<file path="src/hw/rtl/bmp_rle_span_decoder_top_assert.svh">
// Assertion macros for the BMP RLE span decoder.
// Included by the top level; depends on nothing else.
`ifndef BMP_RLE_SPAN_DECODER_TOP_ASSERT_SVH
`define BMP_RLE_SPAN_DECODER_TOP_ASSERT_SVH
// Same-cycle implication, disabled during reset.
`define BRLE_ASSERT_SAME(LABEL, CLK, RSTN, ANTE, CONS, MSG) \
    LABEL: assert property (@(posedge CLK) disable iff (!RSTN) (ANTE) |-> (CONS)) \
        else $error(MSG);
// Next-cycle implication, disabled during reset.
`define BRLE_ASSERT_NEXT(LABEL, CLK, RSTN, ANTE, CONS, MSG) \
    LABEL: assert property (@(posedge CLK) disable iff (!RSTN) (ANTE) |=> (CONS)) \
        else $error(MSG);
`endif

</file>
<file path="src/hw/rtl/brle_pkg.sv">
// Shared types and codes of the BMP RLE span decoder.
// No dependencies; used by the front end, queue, back end and top level of the block.
package brle_pkg;

    localparam logic [1:0] REQ_PALETTE = 2'd0;
    localparam logic [1:0] REQ_DATA    = 2'd1;
    localparam logic [1:0] REQ_START   = 2'd2;

    localparam logic [1:0] KIND_SPAN = 2'd0;
    localparam logic [1:0] KIND_END  = 2'd1;
    localparam logic [1:0] KIND_ERR  = 2'd2;
    localparam logic [1:0] CMD_PAL   = 2'd3;

    localparam logic [1:0] REG_RLE_MODE     = 2'd0;
    localparam logic [1:0] REG_IMAGE_WIDTH  = 2'd1;
    localparam logic [1:0] REG_IMAGE_HEIGHT = 2'd2;

    localparam logic [2:0] PH_CODE0 = 3'd0;
    localparam logic [2:0] PH_CODE1 = 3'd1;
    localparam logic [2:0] PH_DX    = 3'd2;
    localparam logic [2:0] PH_DY    = 3'd3;
    localparam logic [2:0] PH_ABS   = 3'd4;
    localparam logic [2:0] PH_PAD   = 3'd5;

    localparam int QUEUE_DEPTH = 4;

    typedef struct packed {
        logic        rle_mode;
        logic [12:0] image_width;
        logic [12:0] image_height;
    } cfg_t;

    typedef struct packed {
        logic [1:0]  kind;
        logic [7:0]  idx_even;
        logic [7:0]  idx_odd;
        logic [23:0] rgb;
        logic [11:0] x;
        logic [11:0] row;
        logic [7:0]  len;
    } cmd_t;

    typedef struct packed {
        logic [2:0] phase;
        logic       halted;
    } fstat_t;

endpackage

</file>
<file path="src/hw/rtl/brle_queue.sv">
// Command queue between the parsing front end and the palette back end.
// Depends on brle_pkg for the command type and depth.
module brle_queue
    import brle_pkg::*;
(
    input  logic clk,
    input  logic rst_n,
    input  logic push,
    input  cmd_t push_data,
    output logic full,
    input  logic pop,
    output logic not_empty,
    output cmd_t pop_data
);

    localparam int QAW = $clog2(QUEUE_DEPTH);

    cmd_t           store [QUEUE_DEPTH];
    logic [QAW-1:0] wr_ptr_reg, wr_ptr_next;
    logic [QAW-1:0] rd_ptr_reg, rd_ptr_next;
    logic [QAW:0]   count_reg, count_next;
    logic           do_push, do_pop;

    assign full      = count_reg == (QAW+1)'(QUEUE_DEPTH);
    assign not_empty = count_reg != '0;
    assign pop_data  = store[rd_ptr_reg];
    assign do_push   = push && !full;
    assign do_pop    = pop && not_empty;

    always_comb
    begin
        wr_ptr_next = do_push ? wr_ptr_reg + QAW'(1) : wr_ptr_reg;
        rd_ptr_next = do_pop ? rd_ptr_reg + QAW'(1) : rd_ptr_reg;
        count_next  = count_reg + (QAW+1)'(do_push) - (QAW+1)'(do_pop);
    end

    always_ff @(posedge clk)
    begin
        if (do_push)
        begin
            store[wr_ptr_reg] <= push_data;
        end
    end

    always_ff @(posedge clk or negedge rst_n)
    begin
        if (!rst_n)
        begin
            wr_ptr_reg <= '0;
            rd_ptr_reg <= '0;
            count_reg  <= '0;
        end
        else
        begin
            wr_ptr_reg <= wr_ptr_next;
            rd_ptr_reg <= rd_ptr_next;
            count_reg  <= count_next;
        end
    end

endmodule

</file>
<file path="config.mk">
export PLATFORM = sky130hd
export DESIGN_NAME = brle_queue
export DESIGN_NICKNAME = d
export VERILOG_FILES = /design/src/hw/rtl/bmp_rle_span_decoder_top_assert.svh /design/src/hw/rtl/brle_pkg.sv /design/src/hw/rtl/brle_queue.sv
export SDC_FILE = /design/constraint.sdc
export NUM_CORES = 1
export LEC_CHECK = 0
export ABC_AREA = 0
export ABC_CLOCK_PERIOD_IN_PS = 3720
export BUFFER_PORTS_ARGS = -buffer_cell sky130_fd_sc_hd__buf_2
export CAP_MARGIN = 5
export CORE_ASPECT_RATIO = 1.25
export CORE_MARGIN = 2
export CORE_UTILIZATION = 55
export CTS_CLUSTER_SIZE = 10
export DETAILED_ROUTE_END_ITERATION = 8
export PLACE_DENSITY = 0.76
export SYNTH_ARGS = -nofsm -noshare
export SYNTH_HDL_FRONTEND = slang
export SYNTH_SLANG_ARGS = --single-unit
</file>
<file path="constraint.sdc">
create_clock -name clk -period 3.72 [get_ports clk]
set_input_delay 0 -clock clk [delete_from_list [all_inputs] [get_ports clk]]
set_output_delay 0 -clock clk [all_outputs]
set_load 0.02 [all_outputs]
</file>
Word-level counts from Yosys, hierarchy flattened
Memory sizes are Yosys's and may differ from the RTL's. Index checks and enable logic that the tools add are counted.

$add $sub $neg: 4. $lt $le $gt $ge: 0. Div/mod/pow operators: 0. Reductions and logical operators: 4. Eq/ne operators: 1. Shifts and indexed selects: 0. Bitwise logic cells: 0. Multiply operators: 0. Multiplexer cells: 2.

Operators by type and width (number): $add A2 B1 Y2 const B (2); $add A3 B1 Y3 (1); $eq A3 B3 Y1 const B (1); $reduce_bool A3 Y1 (1); $sub A3 B1 Y3 (1); $logic_and A1 B1 Y1 (2); $mux W1 (2); $logic_not A1 Y1 (1).

Memories kept: 1. Latch bits: 0. Input port bits: 78. Register bits: 7. Logic and storage cells: 15. Memory bits (writable): 296. Memory bits (read-only): 0. Output and inout bits: 76.

Memories: store (depth 4, width 74, rd ports 1, clocked after memory_dff 0, write ports 1, line brle_queue.sv:18) `cmd_t store [QUEUE_DEPTH];`.

Depth between registers and ports, before layout
Depth after elaboration: 5. Gate-level depth with buffers: 9. Mapped depth without buffers: 9.

Worst setup path before layout
No wires, ideal clock.

Path kind: register to register. Start point: register count_reg[2]. End point: memory store[0][0] (netlist bit), enable pin. Buffers on the path: 0. Path slack: 0.764 ns. Data arrival time: 2.515 ns. Stages on the path, launching flop included: 3. Setup time: 0.441 ns. Required time: 3.279 ns. Clock period less this slack: 2.956 ns. Cell sequence: dfrtp_1 > nor3b_2 > and3b_1.

Word-level cells in the longest chain between the ends: 5.

RTL lines: from (decl) (line brle_queue.sv:21) `logic [QAW:0] count_reg, count_next;`; from (signal assigned) (line brle_queue.sv:57) `count_reg <= count_next;`; $eq A3 B3 Y1 (line brle_queue.sv:24) `assign full = count_reg == (QAW+1)'(QUEUE_DEPTH);`; via full (line brle_queue.sv:10) `output logic full,`; $logic_not A1 Y1 (line brle_queue.sv:27) `assign do_push = push && !full;`; $logic_and A1 B1 Y1 (line brle_queue.sv:27); $mux W1 (line brle_queue.sv:39) `if (do_push)`; $mux W1 (implied by the code) (line brle_queue.sv:41) `store[wr_ptr_reg] <= push_data;`; to (decl) (line brle_queue.sv:18).

The timed path passes the listed nets, and every way through them passes these cells.

==> impl_summary.log <==
[metrics] outcome: finished, final reports clean
[metrics] Clock Skew: 18.77 ps
[metrics] count of endpoints failing hold in the final timing report: 0
[metrics] Residual DRC: 0
[metrics] max reg flops: 296
[metrics] net count after synthesis: 512
[metrics] post-route design area: 14010 um^2
[metrics] Placer Congestion: ~0.77
[metrics] area fraction in and, or, nand and nor cells after synthesis: 0.009394
[metrics] Post-Synthesis Mean Instance Area: between 20 and 30 um^2
[metrics] global-route wire length before repair: 32.62 mm
[metrics] Placed Cells: ~840
[metrics] number of standard-cell rows in the floorplan: 58
[metrics] HPWL after DPL: 11.80 mm
[metrics] count of buffers inserted at the top-level ports: 153
[metrics] areal power density over the cells: 801.1 nW/um^2
[metrics] root buffer cell: sky130_fd_sc_hd__clkbuf_16
[metrics] share of total power in the clock network: 0.265
[metrics] period utilisation layout: 0.7103
[metrics] largest net degree at the start of global routing: 76
[metrics] maximum ir drop on the vdd rail: 0.6041 mV
[metrics] count of state elements after synthesis: 303
[metrics] transition at the pin with the smallest max-transition slack: around 1100 ps
[metrics] total via count after detailed routing: ~5300
[metrics] Rel. slew slack: 0.2556
[metrics] routed wire length: 21.08 mm
[metrics] sequential power share: 0.446
[metrics] clock slew seen by the registers of the worst setup and hold paths: 50 ps
[metrics] Min-Delay Path Depth: 2
[metrics] main combinational cell family by area after synthesis: multiplexers
[metrics] DR vias/cell: roughly 5.5
[metrics] top achievable clock speed: 0.3784 GHz
[metrics] top-area cell type share of the netlist area: 0.7945
[metrics] number of global-route vias before repair: 5828
[metrics] initial antenna violation count: 1
[metrics] reported leakage power: slightly below 5 nW
[metrics] Max Fanout on Critical Path: 43
[metrics] cell count after synthesis: about 430
[metrics] overall routing resource usage: 0.2012
[metrics] start-to-end type of the worst setup path: flop to output pin
[metrics] Synth warnings: 0
[metrics] post-route total power: ~11 mW
[metrics] commonest cells after routing, fill and taps aside: sky130_fd_sc_hd__edfxtp_1 (296), sky130_fd_sc_hd__buf_2 (153), sky130_fd_sc_hd__dlygate4sd3_1 (78)
[metrics] overflow left after global routing: 0
[metrics] share of cells above drive strength 1: 0.4000
[metrics] clock net sink count: 303
[metrics] required time of the critical path: 3720 ps
[metrics] NumNets Final: roughly 770
[metrics] most area-consuming cells after synthesis: sky130_fd_sc_hd__edfxtp_1 (79%), sky130_fd_sc_hd__mux4_2 (15%), sky130_fd_sc_hd__dfrtp_1 (1.6%)
[metrics] compound-cell area share of the yosys netlist: 0.002908
[metrics] count of placed standard cells in the final layout, fillers left out: 971
[metrics] Worst Setup End Kind: output pin
[metrics] internal cell power: 7.766 mW
[metrics] area occupied by registers: 9071 um^2
[metrics] count of TritonRoute iterations in the first routing pass: 4
[metrics] number of distinct library cells after synthesis: 22
[metrics] Synth Cell Area: 11190 um^2
[metrics] max-slew violation count: 0
[metrics] post-synthesis to final-layout area growth: 25.20%
[metrics] vertical die dimension: roughly 160 um
[metrics] category of the worst setup path launch point: flop
[metrics] total negative slack for setup checks: 0 ps
[metrics] cell taking the most area after synthesis: sky130_fd_sc_hd__edfxtp_1
[metrics] maximum buffer depth of the clock tree: 3
[metrics] Filler Cell Count: 1245
[metrics] portion of the post-synthesis area used by sequential elements: 0.8101
[metrics] die span in x: 131.6 um
[metrics] area occupied by multi-input gates: 1949 um^2
[metrics] starting DRC count in detailed routing: 339
[metrics] number of levels the H-tree was split into: 2
[metrics] cts bufs inserted: 36
[metrics] wire length per cell: 21.70 um
[metrics] Placeable Area: 20030 um^2
[metrics] Worst-Skew Late Latency: 490 ps
[metrics] WP data arrival: 2640 ps
[metrics] post-synthesis mux area share: 0.1490
[metrics] initial core utilization: 0.5586
[metrics] most common cell after layout, fill and taps aside: sky130_fd_sc_hd__edfxtp_1
[metrics] post-synthesis share of cell area spent on xor and xnor gates: 0.003131
[metrics] post-route minimum period: roughly 2600 ps
[metrics] die area: 21510 um^2
[metrics] post-CTS repair timing setup buffer count: 0
[metrics] sw power: 3.455 mW
[metrics] adder-cell share of the synthesized area: 0.008499
[metrics] depth of the worst register-to-register path: 9
[metrics] Combinational Power Share: 0.289
[metrics] setup repair after global routing missed its margin: false
[metrics] boundary pin count: 154
[metrics] remaining antenna violation count after routing: 0
[metrics] switching power as a share of total power: 0.3079
[metrics] type of the worst min-delay path: input pin to flop
[metrics] clock tree from TritonCTS: yes
[metrics] Cell Area, Placed: around 12000 um^2
[metrics] # setup viols final: 0
[metrics] max-cap viol count: 0
routing by layer:
layer	GRT usage	wire (um)	up-vias
li1	-	-	2356
met1	0.2522	8193	2742
met2	0.3465	11100	186
met3	0.03973	1070	50
met4	0.08794	707	0
met5	0	0	-
Yosys cell counts:
| library cell | instances |
|---|---|
| sky130_fd_sc_hd__dfrtp_1 | 7 |
| sky130_fd_sc_hd__inv_1 | 5 |
| sky130_fd_sc_hd__buf_6 | 1 |
| sky130_fd_sc_hd__buf_12 | 5 |
| sky130_fd_sc_hd__buf_4 | 3 |
| sky130_fd_sc_hd__o311ai_0 | 1 |
| sky130_fd_sc_hd__mux4_2 | 74 |
| sky130_fd_sc_hd__xnor2_1 | 3 |
| sky130_fd_sc_hd__o31a_1 | 1 |
| sky130_fd_sc_hd__nor3b_2 | 1 |
| sky130_fd_sc_hd__nand2b_1 | 4 |
| sky130_fd_sc_hd__xor2_1 | 1 |
| sky130_fd_sc_hd__o211ai_1 | 2 |
| sky130_fd_sc_hd__nand4bb_1 | 2 |
| sky130_fd_sc_hd__nand2_1 | 1 |
| sky130_fd_sc_hd__fa_1 | 1 |
| sky130_fd_sc_hd__or3_1 | 1 |
| sky130_fd_sc_hd__edfxtp_1 | 296 |
| sky130_fd_sc_hd__buf_2 | 6 |
| sky130_fd_sc_hd__ha_1 | 6 |
| sky130_fd_sc_hd__clkbuf_1 | 2 |
| sky130_fd_sc_hd__and3b_1 | 4 |
stage by stage:
step / hold slack [ps] / setup slack (ps) / utilization
final: 258.5 / 1078 / 0.6993
after CTS: 239.1 / 990.3 / 0.6992
after global placement: -163.2 / 1474 / 0.6111
after global routing: 258.8 / 861.0 / 0.6993
after detailed placement: -150.0 / 1374 / 0.6111
after floorplan: -295.6 / 763.8 / -
path summary, 6_finish.rpt:
path | from | end | slack [ps]
worst max-delay path | rd_ptr_reg[0] | pop_data[36] | 1080
worst min-delay path | push_data[10] | store[2][10] | 260
worst max register to register | count_reg[1] | count_reg[2] | 1360
worst min register to register | wr_ptr_reg[1] | wr_ptr_reg[1] | 640
max in group asynchronous | rst_n | rd_ptr_reg[0] | 2900
min in group asynchronous | rst_n | count_reg[2] | 510
logic make-up after synthesis:
family / after synthesis
AND/OR/NAND/NOR: 13
XOR/XNOR: 4
buffers and inverters: 22
multiplexers: 74
adder cells (fa/ha/maj): 7
AO/OA/AOI/OAI: 4
flip-flops: 303
area by class of cell:
cell class,instances,share of cell area
Sequential cell,303,0.6476
Tap cell,270,0.02412
Clock inverter,1,0.0006253
Timing Repair Buffer,239,0.1174
Antenna cell,1,0.0001787
Multi-Input combinational cell,102,0.1392
Inverter,5,0.001340
Clock buffer,50,0.06958
power by group through the flow:
stage	sequential, mW	combinational [mW]	clock, mW
detailed placement	5.08	3.22	0
global route	5.10	3.45	3.14
CTS	5.02	3.31	3.02
global placement	5.02	3.19	0
floorplan	4.73	2.57	0
finish	5.00	3.25	2.97
repair_timing:
action	CTS	global route
resized for setup	0	0
hold buffers	78	0
hold endpoints to repair	307	0
worst max-delay path, stage by stage (launching register included):
cell,delay (ps)
sky130_fd_sc_hd__dfrtp_4,970
sky130_fd_sc_hd__buf_4,420
sky130_fd_sc_hd__mux4_2,560
sky130_fd_sc_hd__buf_2,180
Note: power is estimated with default switching activity, not from simulation.
