<file path="src/hw/rtl/bmp_rle_span_decoder_top_assert.svh">
// Assertion macros for the BMP RLE span decoder.
// Included by the top level; depends on nothing else.
`ifndef BMP_RLE_SPAN_DECODER_TOP_ASSERT_SVH
`define BMP_RLE_SPAN_DECODER_TOP_ASSERT_SVH
// Same-cycle implication, disabled during reset.
`define BRLE_ASSERT_SAME(LABEL, CLK, RSTN, ANTE, CONS, MSG) \
    LABEL: assert property (@(posedge CLK) disable iff (!RSTN) (ANTE) |-> (CONS)) \
        else $error(MSG);
// Next-cycle implication, disabled during reset.
`define BRLE_ASSERT_NEXT(LABEL, CLK, RSTN, ANTE, CONS, MSG) \
    LABEL: assert property (@(posedge CLK) disable iff (!RSTN) (ANTE) |=> (CONS)) \
        else $error(MSG);
`endif

</file>
<file path="src/hw/rtl/brle_pkg.sv">
// Shared types and codes of the BMP RLE span decoder.
// No dependencies; used by the front end, queue, back end and top level of the block.
package brle_pkg;

    localparam logic [1:0] REQ_PALETTE = 2'd0;
    localparam logic [1:0] REQ_DATA    = 2'd1;
    localparam logic [1:0] REQ_START   = 2'd2;

    localparam logic [1:0] KIND_SPAN = 2'd0;
    localparam logic [1:0] KIND_END  = 2'd1;
    localparam logic [1:0] KIND_ERR  = 2'd2;
    localparam logic [1:0] CMD_PAL   = 2'd3;

    localparam logic [1:0] REG_RLE_MODE     = 2'd0;
    localparam logic [1:0] REG_IMAGE_WIDTH  = 2'd1;
    localparam logic [1:0] REG_IMAGE_HEIGHT = 2'd2;

    localparam logic [2:0] PH_CODE0 = 3'd0;
    localparam logic [2:0] PH_CODE1 = 3'd1;
    localparam logic [2:0] PH_DX    = 3'd2;
    localparam logic [2:0] PH_DY    = 3'd3;
    localparam logic [2:0] PH_ABS   = 3'd4;
    localparam logic [2:0] PH_PAD   = 3'd5;

    localparam int QUEUE_DEPTH = 4;

    typedef struct packed {
        logic        rle_mode;
        logic [12:0] image_width;
        logic [12:0] image_height;
    } cfg_t;

    typedef struct packed {
        logic [1:0]  kind;
        logic [7:0]  idx_even;
        logic [7:0]  idx_odd;
        logic [23:0] rgb;
        logic [11:0] x;
        logic [11:0] row;
        logic [7:0]  len;
    } cmd_t;

    typedef struct packed {
        logic [2:0] phase;
        logic       halted;
    } fstat_t;

endpackage

</file>
<file path="src/hw/rtl/brle_ifs.sv">
// Channel interfaces of the BMP RLE span decoder: requests, results, config writes.
// No dependencies.
interface brle_req_if;
    logic        valid;
    logic        ready;
    logic [1:0]  req_type;
    logic [7:0]  palette_index;
    logic [23:0] palette_rgb;
    logic [7:0]  data_byte;

    modport source (output valid, req_type, palette_index, palette_rgb, data_byte,
                    input ready);
    modport sink (input valid, req_type, palette_index, palette_rgb, data_byte,
                  output ready);
endinterface


</file>
<file path="src/hw/rtl/brle_front.sv">
// Front end: accepts requests, parses the RLE stream and tracks the cursor.
// Depends on brle_pkg and brle_ifs; emits palette writes and results as commands.
module brle_front
    import brle_pkg::*;
#(
    parameter int MAX_WIDTH     = 4096,
    parameter int MAX_HEIGHT    = 4096,
    parameter int PALETTE_DEPTH = 256
) (
    input  logic       clk,
    input  logic       rst_n,
    brle_req_if.sink   req,
    input  cfg_t       cfg,
    input  logic       q_full,
    output logic       cmd_push,
    output cmd_t       cmd,
    output fstat_t     stat
);

    localparam int CW  = $clog2(MAX_WIDTH + 1);
    localparam int RW  = $clog2(MAX_HEIGHT + 1);
    localparam int SW  = (CW > 8 ? CW : 8) + 1;
    localparam int RW2 = (RW > 8 ? RW : 8) + 1;

    logic [2:0]    phase_reg, phase_next;
    logic [CW-1:0] col_reg, col_next;
    logic [RW-1:0] row_reg, row_next;
    logic [7:0]    pend_reg, pend_next;
    logic [7:0]    abs_left_reg, abs_left_next;
    logic          pad_reg, pad_next;
    logic [7:0]    dcol_reg, dcol_next;
    logic          halted_reg, halted_next;

    logic          accept;
    logic [7:0]    b;
    logic [CW-1:0] eff_w;
    logic [RW-1:0] eff_h;
    logic [SW-1:0] col_pend_sum, col_byte_sum, col_abs_sum, col_delta_sum;
    logic          row_ok, fits_pend, fits_byte;
    logic [RW:0]   row_inc;
    logic [RW-1:0] row_adv;
    logic [RW2-1:0] row_dsum;
    logic [RW-1:0] row_dy;
    logic [RW:0]   row_dy_inc;
    logic [RW-1:0] row_dy_adv;
    logic [RW-1:0] disp_row;
    logic [7:0]    abs_n;
    logic [7:0]    idx_hi, idx_lo;
    logic [8:0]    b_inc;

    assign req.ready = !q_full;
    assign accept    = req.valid && req.ready;
    assign b         = req.data_byte;
    assign stat      = '{phase: phase_reg, halted: halted_reg};

    assign eff_w = ({19'd0, cfg.image_width} > 32'(MAX_WIDTH)) ? CW'(MAX_WIDTH)
                                                               : CW'(cfg.image_width);
    assign eff_h = ({19'd0, cfg.image_height} > 32'(MAX_HEIGHT)) ? RW'(MAX_HEIGHT)
                                                                 : RW'(cfg.image_height);

    assign col_pend_sum  = SW'(col_reg) + SW'(pend_reg);
    assign col_byte_sum  = SW'(col_reg) + SW'(b);
    assign col_abs_sum   = SW'(col_reg) + SW'(abs_n);
    assign col_delta_sum = SW'(col_reg) + SW'(dcol_reg);
    assign row_ok        = row_reg < eff_h;
    assign fits_pend     = row_ok && (col_pend_sum <= SW'(eff_w));
    assign fits_byte     = row_ok && (col_byte_sum <= SW'(eff_w));

    assign row_inc = {1'b0, row_reg} + (RW+1)'(1);
    assign row_adv = (row_inc >= {1'b0, eff_h}) ? eff_h : row_inc[RW-1:0];

    assign row_dsum   = RW2'(row_reg) + RW2'(b);
    assign row_dy     = (row_dsum >= RW2'(eff_h)) ? eff_h : RW'(row_dsum);
    assign row_dy_inc = {1'b0, row_dy} + (RW+1)'(1);
    assign row_dy_adv = (row_dy_inc >= {1'b0, eff_h}) ? eff_h : row_dy_inc[RW-1:0];

    assign disp_row = RW'(eff_h - row_reg - RW'(1));
    assign idx_hi   = {4'd0, b[7:4]};
    assign idx_lo   = {4'd0, b[3:0]};
    assign b_inc    = {1'b0, b} + 9'd1;

    always_comb
    begin
        if (abs_left_reg == 8'd0)
        begin
            abs_n = 8'd0;
        end
        else if (cfg.rle_mode && abs_left_reg >= 8'd2)
        begin
            abs_n = 8'd2;
        end
        else
        begin
            abs_n = 8'd1;
        end
    end

    always_comb
    begin
        phase_next    = phase_reg;
        col_next      = col_reg;
        row_next      = row_reg;
        pend_next     = pend_reg;
        abs_left_next = abs_left_reg;
        pad_next      = pad_reg;
        dcol_next     = dcol_reg;
        halted_next   = halted_reg;
        cmd_push      = 1'b0;
        cmd           = '0;

        if (accept)
        begin
            case (req.req_type)
                REQ_PALETTE:
                begin
                    if ({24'd0, req.palette_index} < 32'(PALETTE_DEPTH))
                    begin
                        cmd_push     = 1'b1;
                        cmd.kind     = CMD_PAL;
                        cmd.idx_even = req.palette_index;
                        cmd.rgb      = req.palette_rgb;
                    end
                end
                REQ_START:
                begin
                    phase_next    = PH_CODE0;
                    col_next      = '0;
                    row_next      = '0;
                    pend_next     = '0;
                    abs_left_next = '0;
                    pad_next      = 1'b0;
                    dcol_next     = '0;
                    halted_next   = 1'b0;
                end
                REQ_DATA:
                begin
                    if (!halted_reg)
                    begin
                        case (phase_reg)
                            PH_CODE0:
                            begin
                                pend_next  = b;
                                phase_next = PH_CODE1;
                            end
                            PH_CODE1:
                            begin
                                phase_next = PH_CODE0;
                                if (pend_reg != 8'd0)
                                begin
                                    cmd_push = 1'b1;
                                    if (!fits_pend)
                                    begin
                                        cmd.kind    = KIND_ERR;
                                        halted_next = 1'b1;
                                    end
                                    else
                                    begin
                                        cmd.kind     = KIND_SPAN;
                                        cmd.x        = 12'(col_reg);
                                        cmd.row      = 12'(disp_row);
                                        cmd.len      = pend_reg;
                                        cmd.idx_even = cfg.rle_mode ? idx_hi : b;
                                        cmd.idx_odd  = cfg.rle_mode ? idx_lo : b;
                                        col_next     = CW'(col_pend_sum);
                                    end
                                end
                                else if (b == 8'd0)
                                begin
                                    col_next = '0;
                                    row_next = row_adv;
                                end
                                else if (b == 8'd1)
                                begin
                                    cmd_push    = 1'b1;
                                    cmd.kind    = KIND_END;
                                    halted_next = 1'b1;
                                end
                                else if (b == 8'd2)
                                begin
                                    phase_next = PH_DX;
                                end
                                else if (!fits_byte)
                                begin
                                    cmd_push    = 1'b1;
                                    cmd.kind    = KIND_ERR;
                                    halted_next = 1'b1;
                                end
                                else
                                begin
                                    abs_left_next = b;
                                    pad_next      = cfg.rle_mode ? b_inc[1] : b[0];
                                    phase_next    = PH_ABS;
                                end
                            end
                            PH_DX:
                            begin
                                dcol_next  = b;
                                phase_next = PH_DY;
                            end
                            PH_DY:
                            begin
                                phase_next = PH_CODE0;
                                if (col_delta_sum >= SW'(eff_w))
                                begin
                                    col_next = '0;
                                    row_next = row_dy_adv;
                                end
                                else
                                begin
                                    col_next = CW'(col_delta_sum);
                                    row_next = row_dy;
                                end
                            end
                            PH_ABS:
                            begin
                                abs_left_next = abs_left_reg - abs_n;
                                if (abs_left_reg == abs_n)
                                begin
                                    phase_next = pad_reg ? PH_PAD : PH_CODE0;
                                end
                                if (abs_n != 8'd0)
                                begin
                                    cmd_push     = 1'b1;
                                    cmd.kind     = KIND_SPAN;
                                    cmd.x        = 12'(col_reg);
                                    cmd.row      = 12'(disp_row);
                                    cmd.len      = abs_n;
                                    cmd.idx_even = cfg.rle_mode ? idx_hi : b;
                                    if (!cfg.rle_mode)
                                    begin
                                        cmd.idx_odd = b;
                                    end
                                    else if (abs_n == 8'd2)
                                    begin
                                        cmd.idx_odd = idx_lo;
                                    end
                                    else
                                    begin
                                        cmd.idx_odd = idx_hi;
                                    end
                                    col_next = CW'(col_abs_sum);
                                end
                            end
                            PH_PAD:
                            begin
                                pad_next   = 1'b0;
                                phase_next = PH_CODE0;
                            end
                            default:
                            begin
                                phase_next = PH_CODE0;
                            end
                        endcase
                    end
                end
                default:
                begin
                end
            endcase
        end
    end

    always_ff @(posedge clk or negedge rst_n)
    begin
        if (!rst_n)
        begin
            phase_reg    <= PH_CODE0;
            col_reg      <= '0;
            row_reg      <= '0;
            pend_reg     <= '0;
            abs_left_reg <= '0;
            pad_reg      <= 1'b0;
            dcol_reg     <= '0;
            halted_reg   <= 1'b0;
        end
        else
        begin
            phase_reg    <= phase_next;
            col_reg      <= col_next;
            row_reg      <= row_next;
            pend_reg     <= pend_next;
            abs_left_reg <= abs_left_next;
            pad_reg      <= pad_next;
            dcol_reg     <= dcol_next;
            halted_reg   <= halted_next;
        end
    end

endmodule

</file>
<file path="src/flat_wrapper.sv">
// flat-port wrapper written by rule: the top's interface ports become plain ports
module brle_front_flat import brle_pkg::*;
#(
    parameter int MAX_WIDTH     = 4096,
    parameter int MAX_HEIGHT    = 4096,
    parameter int PALETTE_DEPTH = 256
)
  (clk, rst_n, cfg, q_full, cmd_push, cmd, stat, req_valid, req_req_type, req_palette_index, req_palette_rgb, req_data_byte, req_ready);
  brle_req_if req_i ();
  input  logic clk;
  input  logic rst_n;
  input  cfg_t cfg;
  input  logic q_full;
  output logic cmd_push;
  output cmd_t cmd;
  output fstat_t stat;
  input wire logic [$bits(req_i.valid)-1:0] req_valid;
  input wire logic [$bits(req_i.req_type)-1:0] req_req_type;
  input wire logic [$bits(req_i.palette_index)-1:0] req_palette_index;
  input wire logic [$bits(req_i.palette_rgb)-1:0] req_palette_rgb;
  input wire logic [$bits(req_i.data_byte)-1:0] req_data_byte;
  output wire logic [$bits(req_i.ready)-1:0] req_ready;
  assign req_i.valid = req_valid;
  assign req_i.req_type = req_req_type;
  assign req_i.palette_index = req_palette_index;
  assign req_i.palette_rgb = req_palette_rgb;
  assign req_i.data_byte = req_data_byte;
  assign req_ready = req_i.ready;
  brle_front #(.MAX_WIDTH(MAX_WIDTH), .MAX_HEIGHT(MAX_HEIGHT), .PALETTE_DEPTH(PALETTE_DEPTH)) u_core (.clk(clk), .rst_n(rst_n), .req(req_i), .cfg(cfg), .q_full(q_full), .cmd_push(cmd_push), .cmd(cmd), .stat(stat));
endmodule
</file>
<file path="config.mk">
export PLATFORM = sky130hd
export DESIGN_NAME = brle_front_flat
export DESIGN_NICKNAME = d
export VERILOG_FILES = /design/src/hw/rtl/bmp_rle_span_decoder_top_assert.svh /design/src/hw/rtl/brle_pkg.sv /design/src/hw/rtl/brle_ifs.sv /design/src/hw/rtl/brle_front.sv /design/src/flat_wrapper.sv
export SDC_FILE = /design/constraint.sdc
export NUM_CORES = 1
export LEC_CHECK = 0
export BUFFER_PORTS_ARGS = -buffer_cell sky130_fd_sc_hd__buf_2
export CAP_MARGIN = 20
export CORE_ASPECT_RATIO = 0.7
export CORE_MARGIN = 2
export CORE_UTILIZATION = 64
export CTS_CLUSTER_SIZE = 14
export DETAILED_ROUTE_END_ITERATION = 8
export PLACE_DENSITY_LB_ADDON = 0.05
export SKIP_LAST_GASP = 1
export SLEW_MARGIN = 15
export SYNTH_ARGS = -nofsm -noshare
export SYNTH_HDL_FRONTEND = slang
export SYNTH_SLANG_ARGS = --single-unit
</file>
<file path="constraint.sdc">
create_clock -name clk -period 17.5 [get_ports clk]
set_input_delay 0.875 -clock clk [delete_from_list [all_inputs] [get_ports clk]]
set_output_delay 0.875 -clock clk [all_outputs]
set_load 0.01 [all_outputs]
</file>
[Word level (Yosys, flattened, before mapping)]
Cells that the tools add are included.
Word-level totals
  flip-flop bits (word level): 55
  word-level logic and storage cells: 171
Operators by class
  equality and inequality tests: 28
  multiplexer cells: 94
  order comparisons: 10
  $add $sub $neg: 11
  reductions and logical operators: 20
Operator list (count)
  $mux 13: 15
  $mux 32: 5
  $mux 8: 14
  $pmux 13 s2: 3
  $mux 74: 1
  $pmux 32 s2: 1
  $pmux 8 s2: 4
  $add 13x8->14: 4
  $ge 14x13->1: 4
  $mux 16: 3
  $pmux 13 s3: 1
  $pmux 18 s2: 1
  $add 13x1->14 const B: 2
  $le 14x13->1: 2
  $gt 13x13->1 const B: 2
  $mux 24: 1
  $mux 3: 8
  $ne 3x3->1 const B: 7
  $pmux 10 s2: 1
  $mux 1: 19
  $mux 18: 1
  $reduce_and 9->1: 2
  $logic_not 8->1: 2
  $mux 2: 8
  other kinds (34): 52

[Longest topological paths before layout]
Gate-level depths: netlist of the first run.
  depth in word-level cells: 13
  gate-level depth with buffers: 32

[Worst setup path before layout of the first run]
No wires, ideal clock.
  path type: input-to-reg
  start: input req_data_byte[0]
  end: register u_core.row_reg[7]
  arrival time: 6696 ps
  setup slack: 10666 ps
  cell stages on the path: 29
  setup time: 138 ps
  cell sequence: ha_1 -> fa_1 -> a21o_2 -> a211oi_1 -> nor2_1 -> ha_1 -> inv_1 -> o211a_1 -> o21a_1 -> o21ai_0 -> nor2_1 -> buf_2 -> a21oi_1 -> inv_1 -> ha_1 -> and3_1 -> nand3_1 -> nor3_1 -> o211a_1 -> xnor2_1 -> ha_1 -> a2111oi_0 -> a21oi_1 -> a21oi_1 -> o41a_1 -> buf_6 -> o211ai_2 -> a21oi_1 -> o221ai_1
On the way
  cells in the longest elaborated chain, start to end: 10
  elaborated cells between the ends (all ways): 13
RTL lines
  start, declared: line flat_wrapper.sv:21  | input wire logic [$bits(req_i.data_byte)-1:0] req_data_byte;
  $add 13x8->14: line brle_front.sv:72  | assign row_dsum = RW2'(row_reg) + RW2'(b);
  $ge 14x13->1: line brle_front.sv:73  | assign row_dy = (row_dsum >= RW2'(eff_h)) ? eff_h : RW'(row_dsum);
  $mux 13: line brle_front.sv:73
  $add 13x1->14: line brle_front.sv:74  | assign row_dy_inc = {1'b0, row_dy} + (RW+1)'(1);
  $ge 14x13->1: line brle_front.sv:75  | assign row_dy_adv = (row_dy_inc >= {1'b0, eff_h}) ? eff_h : row_dy_inc[RW-1:0];
  $mux 13: line brle_front.sv:75
  $mux 13: line brle_front.sv:203  | if (col_delta_sum >= SW'(eff_w))
  $pmux 13 s2: line brle_front.sv:139  | case (phase_reg)
  $mux 13: line brle_front.sv:137  | if (!halted_reg)
  $pmux 13 s2: line brle_front.sv:113  | case (req.req_type)
  end signal, assigned: line brle_front.sv:280  | row_reg <= row_next;
  end, declared: line brle_front.sv:27  | logic [RW-1:0] row_reg, row_next;
Several ways; a longest one is shown, not always the timed one. The select of a mux whose other input is x is not followed.
A chain may end at the register's enable or synchronous reset.

[Final worst setup path of the first run]
  start: input req_data_byte[1]
  end: register u_core.row_reg[12]
The elaborated chain is that of the path after synthesis.

==> flow_summary.ini, run 1 <==
[timing]
rsz0062_at_grt = no
holdWs_ns = 0.504
fmax_mhz = 118
drv_slew = 0
tightest_slew_ns = 1.20
skew_ns = 0.00706
min_period_over_period_pct = 48.5
relSlewSlack_pct = 20.1
setup_tns_ns = 0
hold_viol_final = 0
setup_ws_ns = 9.01
period_needed_ns = 8.49
final-setup-viol-count = 0

[synth]
synth.area.top_cells = ha_1, dfrtp_1, a21oi_1
synth_top_area_cell = ha_1
yosys.area_share.simple_pct = 23.1
synth_edf_count = 0
synth_cells = 1322
syn_area_um2 = 9800
synthXorXnorAreaFrac_pct = 7.12
synth_most_common_cell = ha_1
netlist.area_leader.share_pct = 18.4
synth_top_family_by_area = compound AO/OA/AOI/OAI gates
ys_top_cells_by_count = ha_1, nand2_1, a21oi_1, nor2_1, inv_1
synth_warnings = 0
synth_compound_area_share_pct = 27.2
yosysSeqAreaShare_pct = 14.0
syn_area_per_cell_um2 = 7.42
synth_fa_ha_area_share_pct = 19.8
ys_ff_latch = 55
syn_nets = 1546
synth_mux_area_share_pct = 2.80
synth_cell_types = 89
ys_async_sr_fraction_pct = 100
synthFlopType = dfrtp_1

[run]
maxCapViolCount = 0

[clock_network]
cts_buffers = 5
htree_levels = 2
clock_sinks = 55
path_clk_slew_ns = 0.09
post_cts_buffers = 0
cts_tree = built
clk_path_buf_depth = 2
cts_resized = 0
cts_hold_buf = 0
insertion_delay_ns = 0.31
cts-root-buf = clkbuf_16

[setup_path]
cp.arrival_ns = 8.72
critical_path_class = input port to flop
endpoint_kind = flop
max_stage_delay_ns = 0.64
start_kind = input port
slowest_stage = nor2_1
path_max_fanout = 12
required_ns = 17.73

[run_status]
outcome = finished clean

[floorplan]
die_area_um2 = 16300
dieHeight_um = 108
core-area_um2 = 14800
pin_count = 153
die_w_um = 152
rows = 37
floorplan.initialDensity_pct = 66.2

[finish]
diodes = 0
areaGrowthSynthToFinish_pct = 10.5
multiInputGateArea_um2 = 7840
drive_gt1_share_pct = 14.7
num-fill-cells = 1251
post-route-cell-area_um2 = 10800
final_util_pct = 73.1
final_nets = 1658
ff_latch_area_um2 = 1380

[drt]
num_vias = 11100
drc = 0
routed_wl_um = 36400
viasPerCell = 6.83
first_pass_iters = 7
drtIter0Drc = 1500
wl_per_cell_um = 22.3
ant_nets = 0

[grt]
grtUsageTotal_pct = 43.6
grt_pass1_vias = 10300
grt_pass1_wl_um = 56700
grt-ovfl-total = 0
grt_max_degree = 56
antenna_found_initial = 0

[min_path]
hold_path_class = flop to flop

[placed_design]
gp_congestion = 1.06
place_area_um2 = 10600
dp_hpwl_um = 28400
port-buffer-count = 152
dp_slack_ns = 9.04

[power]
leakagePower_nw = 5.42
powerDensity_nw_per_um2 = 75.9
irDropWorstVdd_uv = 55.8
cell families after synthesis:
| family | Yosys count |
|---|---|
| flip-flops | 55 |
| XOR/XNOR | 78 |
| buffers and inverters | 149 |
| AO/OA/AOI/OAI | 399 |
| multiplexers | 25 |
| AND/OR/NAND/NOR | 465 |
| adder cells (fa/ha/maj) | 151 |
worst max-delay path: cells and delay by family:
family	cells	cell delay, ns
compound gates	13	3.55
buf+inv	4	0.76
fa+ha+maj	4	1.17
simple gates	8	1.83
xor+xnor	2	0.52
per-stage QoR:
stage | std cells | total power [mW]
after floorplan | 1322 | 0.523
after global placement | 1622 | 0.653
after detailed placement | 1622 | 0.666
after CTS | 1630 | 0.795
after global routing | 1630 | 0.871
final | 1630 | 0.822
layer usage:
layer  share of wire (%)  track usage, %
met4                 2.3            9.41
met3                  17            16.0
met5                   0               0
met1                  42            62.6
met2                  39            62.3
worst paths after layout:
check | from | end | slack, ns | depth (start not counted)
worst max-delay path | req_data_byte[1] | u_core.row_reg[12] | 9.01 | 31
worst min-delay path | u_core.abs_left_reg[6] | u_core.abs_left_reg[6] | 0.50 | 1
worst max register to register | u_core.row_reg[1] | u_core.row_reg[12] | 9.25 | 30
worst min register to register | u_core.abs_left_reg[6] | u_core.abs_left_reg[6] | 0.50 | 1
max in group asynchronous | rst_n | u_core.dcol_reg[1] | 16.21 | 2
min in group asynchronous | rst_n | u_core.col_reg[11] | 0.70 | 2
power by group:
part	internal [mW]	switching (mW)	total, mW	leakage (nW)
Sequential	0.147	0.0366	0.183	0.735
Combinational	0.187	0.322	0.509	4.60
Clock	0.0695	0.0596	0.129	0.0868
layout make-up:
| class | instances | share of cell area, % |
|---|---|---|
| Clock buffer | 5 | 1.16 |
| Clock inverter | 3 | 0.508 |
| Inverter | 90 | 3.12 |
| Multi-Input combinational cell | 1118 | 72.4 |
| Sequential cell | 55 | 12.7 |
| Tap cell | 195 | 2.25 |
| Timing Repair Buffer | 164 | 7.86 |
cells in the final DEF (no fill, tap or decap), drive strengths merged, types with 7 or more instances in the layout:
cell      n
xor2     22
nand3    56
nand2b   12
mux2      9
a211oi   15
a22o     21
o31ai    11
ha      144
buf     164
o221ai    7
nor2b     9
and2     20
a21oi   105
o211ai   13
a22oi     8
fa        7
o21bai    9
o22ai     7
nor2    106
o21ai    85
inv      89
xnor2    56
or3       7
and3     35
nand4    17
o41ai     7
nand2   131
nor3     37
a31oi    17
nor4     15
a21o     24
dfrtp    55
mux2i    15
o21a     12
a211o     9
Note: power is estimated with default switching activity, not from simulation.
==> inputs of run 2 (changes only) <==
--- a/config.mk
+++ b/config.mk
@@ -9,7 +9,7 @@
 export CAP_MARGIN = 20
 export CORE_ASPECT_RATIO = 0.7
 export CORE_MARGIN = 2
-export CORE_UTILIZATION = 64
+export CORE_UTILIZATION = 54
 export CTS_CLUSTER_SIZE = 14
 export DETAILED_ROUTE_END_ITERATION = 8
 export PLACE_DENSITY_LB_ADDON = 0.05
==> constraint.sdc (replaced) <==
create_clock -name clk -period 7.4 [get_ports clk]
set_input_delay 0.37 -clock clk [delete_from_list [all_inputs] [get_ports clk]]
set_output_delay 0.37 -clock clk [all_outputs]
set_load 0.01 [all_outputs]
==> run 2 against run 1 <==
Total power increased by 130%; clock skew increased by 0.0032 ns; register-to-register slack got worse by 8.8 ns; design area increased by 2.2%; first-iteration DRC count decreased by 3.9%; largest cell class unchanged.
==> flow_summary.ini, run 2 (synthesis results as in run 1) <==
[floorplan]
rows = 41
floorplan.initialDensity_pct = 54.8
dieHeight_um = 117
die_area_um2 = 19300
die_w_um = 165
pin_count = 153
core-area_um2 = 17900

[run]
maxCapViolCount = 0

[power]
combPwrFrac_pct = 63.8
powerDensity_nw_per_um2 = 173
swShare_pct = 51.0
irDropWorstVdd_uv = 118
intPower_mw = 0.936
clock_power_share_pct = 14.0
leakagePower_nw = 5.54
seq_power_share_pct = 22.2
p_sw_mw = 0.973

[timing]
min_period_over_period_pct = 93.9
relSlewSlack_pct = 25.9
tightest_slew_ns = 1.11
final-setup-viol-count = 0
holdWs_ns = 0.211
period_needed_ns = 6.95
setup_ws_ns = 0.454
rsz0062_at_grt = no
hold_viol_final = 0
setup_tns_ns = 0
drv_slew = 0
skew_ns = 0.0103
fmax_mhz = 144

[grt]
grt_pass1_vias = 9853
grt-ovfl-total = 0
grtUsageTotal_pct = 38.8
grt_pass1_wl_um = 56700
antenna_found_initial = 0
grt_max_degree = 56

[clock_network]
clk_path_buf_depth = 2
post_cts_buffers = 0
cts_hold_buf = 0
insertion_delay_ns = 0.32
clock_sinks = 55
htree_levels = 2
cts_tree = built
path_clk_slew_ns = 0.09
cts-root-buf = clkbuf_16
cts_buffers = 5

[setup_path]
cp_common_cell = ha_1
required_ns = 7.60
endpoint_kind = flop
path_max_fanout = 13
slowest_stage = dfrtp_2
critical_path_class = flop to flop
r2r_slack_ns = 0.45
timing.rr.start = u_core.row_reg[0]
start_kind = flop
max_stage_delay_ns = 0.48
ff2ff_path_depth = 29
timing.rr.end = u_core.row_reg[0]
cp.arrival_ns = 7.15

[placed_design]
dp_slack_ns = 0.275
gp_congestion = 0.978
dp.cells = 1689
place_area_um2 = 10900
dp_hpwl_um = 29500
port-buffer-count = 152

[finish]
drive_gt1_share_pct = 16.6
final_nets = 1684
fin_cells = 1697
areaGrowthSynthToFinish_pct = 12.9
post-route-cell-area_um2 = 11100
layout_commonest_cell = buf_2
layout_common_cells = buf_2, ha_1, nand2_1
diodes = 0

[drt]
num_vias = 11000
viasPerCell = 6.47
ant_nets = 0
routed_wl_um = 37700
drc = 0
first_pass_iters = 6
wl_per_cell_um = 22.2
drtIter0Drc = 1441

[min_path]
hold_path_class = input port to async pin

[run_status]
outcome = finished clean
==> run 2: worst max-delay path by stage <==
stage                 startpoint                 to  slack (ns)  depth (start not counted)
2_1_floorplan  u_core.row_reg[0]  u_core.row_reg[7]        0.99                         29
3_3_place_gp    req_data_byte[0]  u_core.row_reg[0]        0.48                         32
3_5_place_dp    req_data_byte[2]  u_core.row_reg[0]        0.28                         31
4_1_cts        u_core.row_reg[0]  u_core.row_reg[0]        0.26                         31
5_1_grt        u_core.row_reg[0]  u_core.row_reg[2]        0.05                         30
6_report       u_core.row_reg[0]  u_core.row_reg[0]        0.45                         29
==> run 2: cell type report <==
cell class | instances | area (um^2)
Tap cell | 236 | 295
Fill cell | 1721 | 6840
Clock buffer | 5 | 125
Timing Repair Buffer | 190 | 1050
Sequential cell | 55 | 1380
Multi-Input combinational cell | 1118 | 7860
Clock inverter | 3 | 22.5
Inverter | 90 | 338
==> run 2: repair_timing <==
item / in CTS / in global routing
resized for setup: 0 / 7
setup endpoints to repair: 0 / 13
endpoints found under the hold margin: 0 / 0
==> run 2: layer usage <==
metal	global-route usage, %	part of all wire, %
met4	8.35	1.9
met2	55.0	39
met5	0	0
met3	10.3	13
met1	58.4	46
==> run 2: power by group through the flow <==
| stage | clock (mW) | sequential [mW] | combinational (mW) |
|---|---|---|---|
| final | 0.267 | 0.423 | 1.22 |
| after global routing | 0.276 | 0.429 | 1.34 |
| after CTS | 0.267 | 0.419 | 1.17 |
| after detailed placement | 0 | 0.424 | 1.16 |
| after global placement | 0 | 0.423 | 1.16 |
| after floorplan | 0 | 0.401 | 0.835 |
==> run 2: critical path: cells and delay by family, from the launching register on <==
family | cells | cell delay (ns)
AOI/OAI and AO/OA | 13 | 3.29
adders and majority gates | 5 | 1.56
and+or+nand+nor | 6 | 0.77
buffers and inverters | 4 | 0.57
DFF | 1 | 0.48
xor gates and xnor gates | 1 | 0.14
==> run 2: through the flow <==
stage	utilization, %	power, mW
after floorplan	-	1.24
final	61.8	1.91
after global placement	60.9	1.58
after detailed placement	60.9	1.59
after CTS	61.7	1.86
after global routing	61.8	2.05
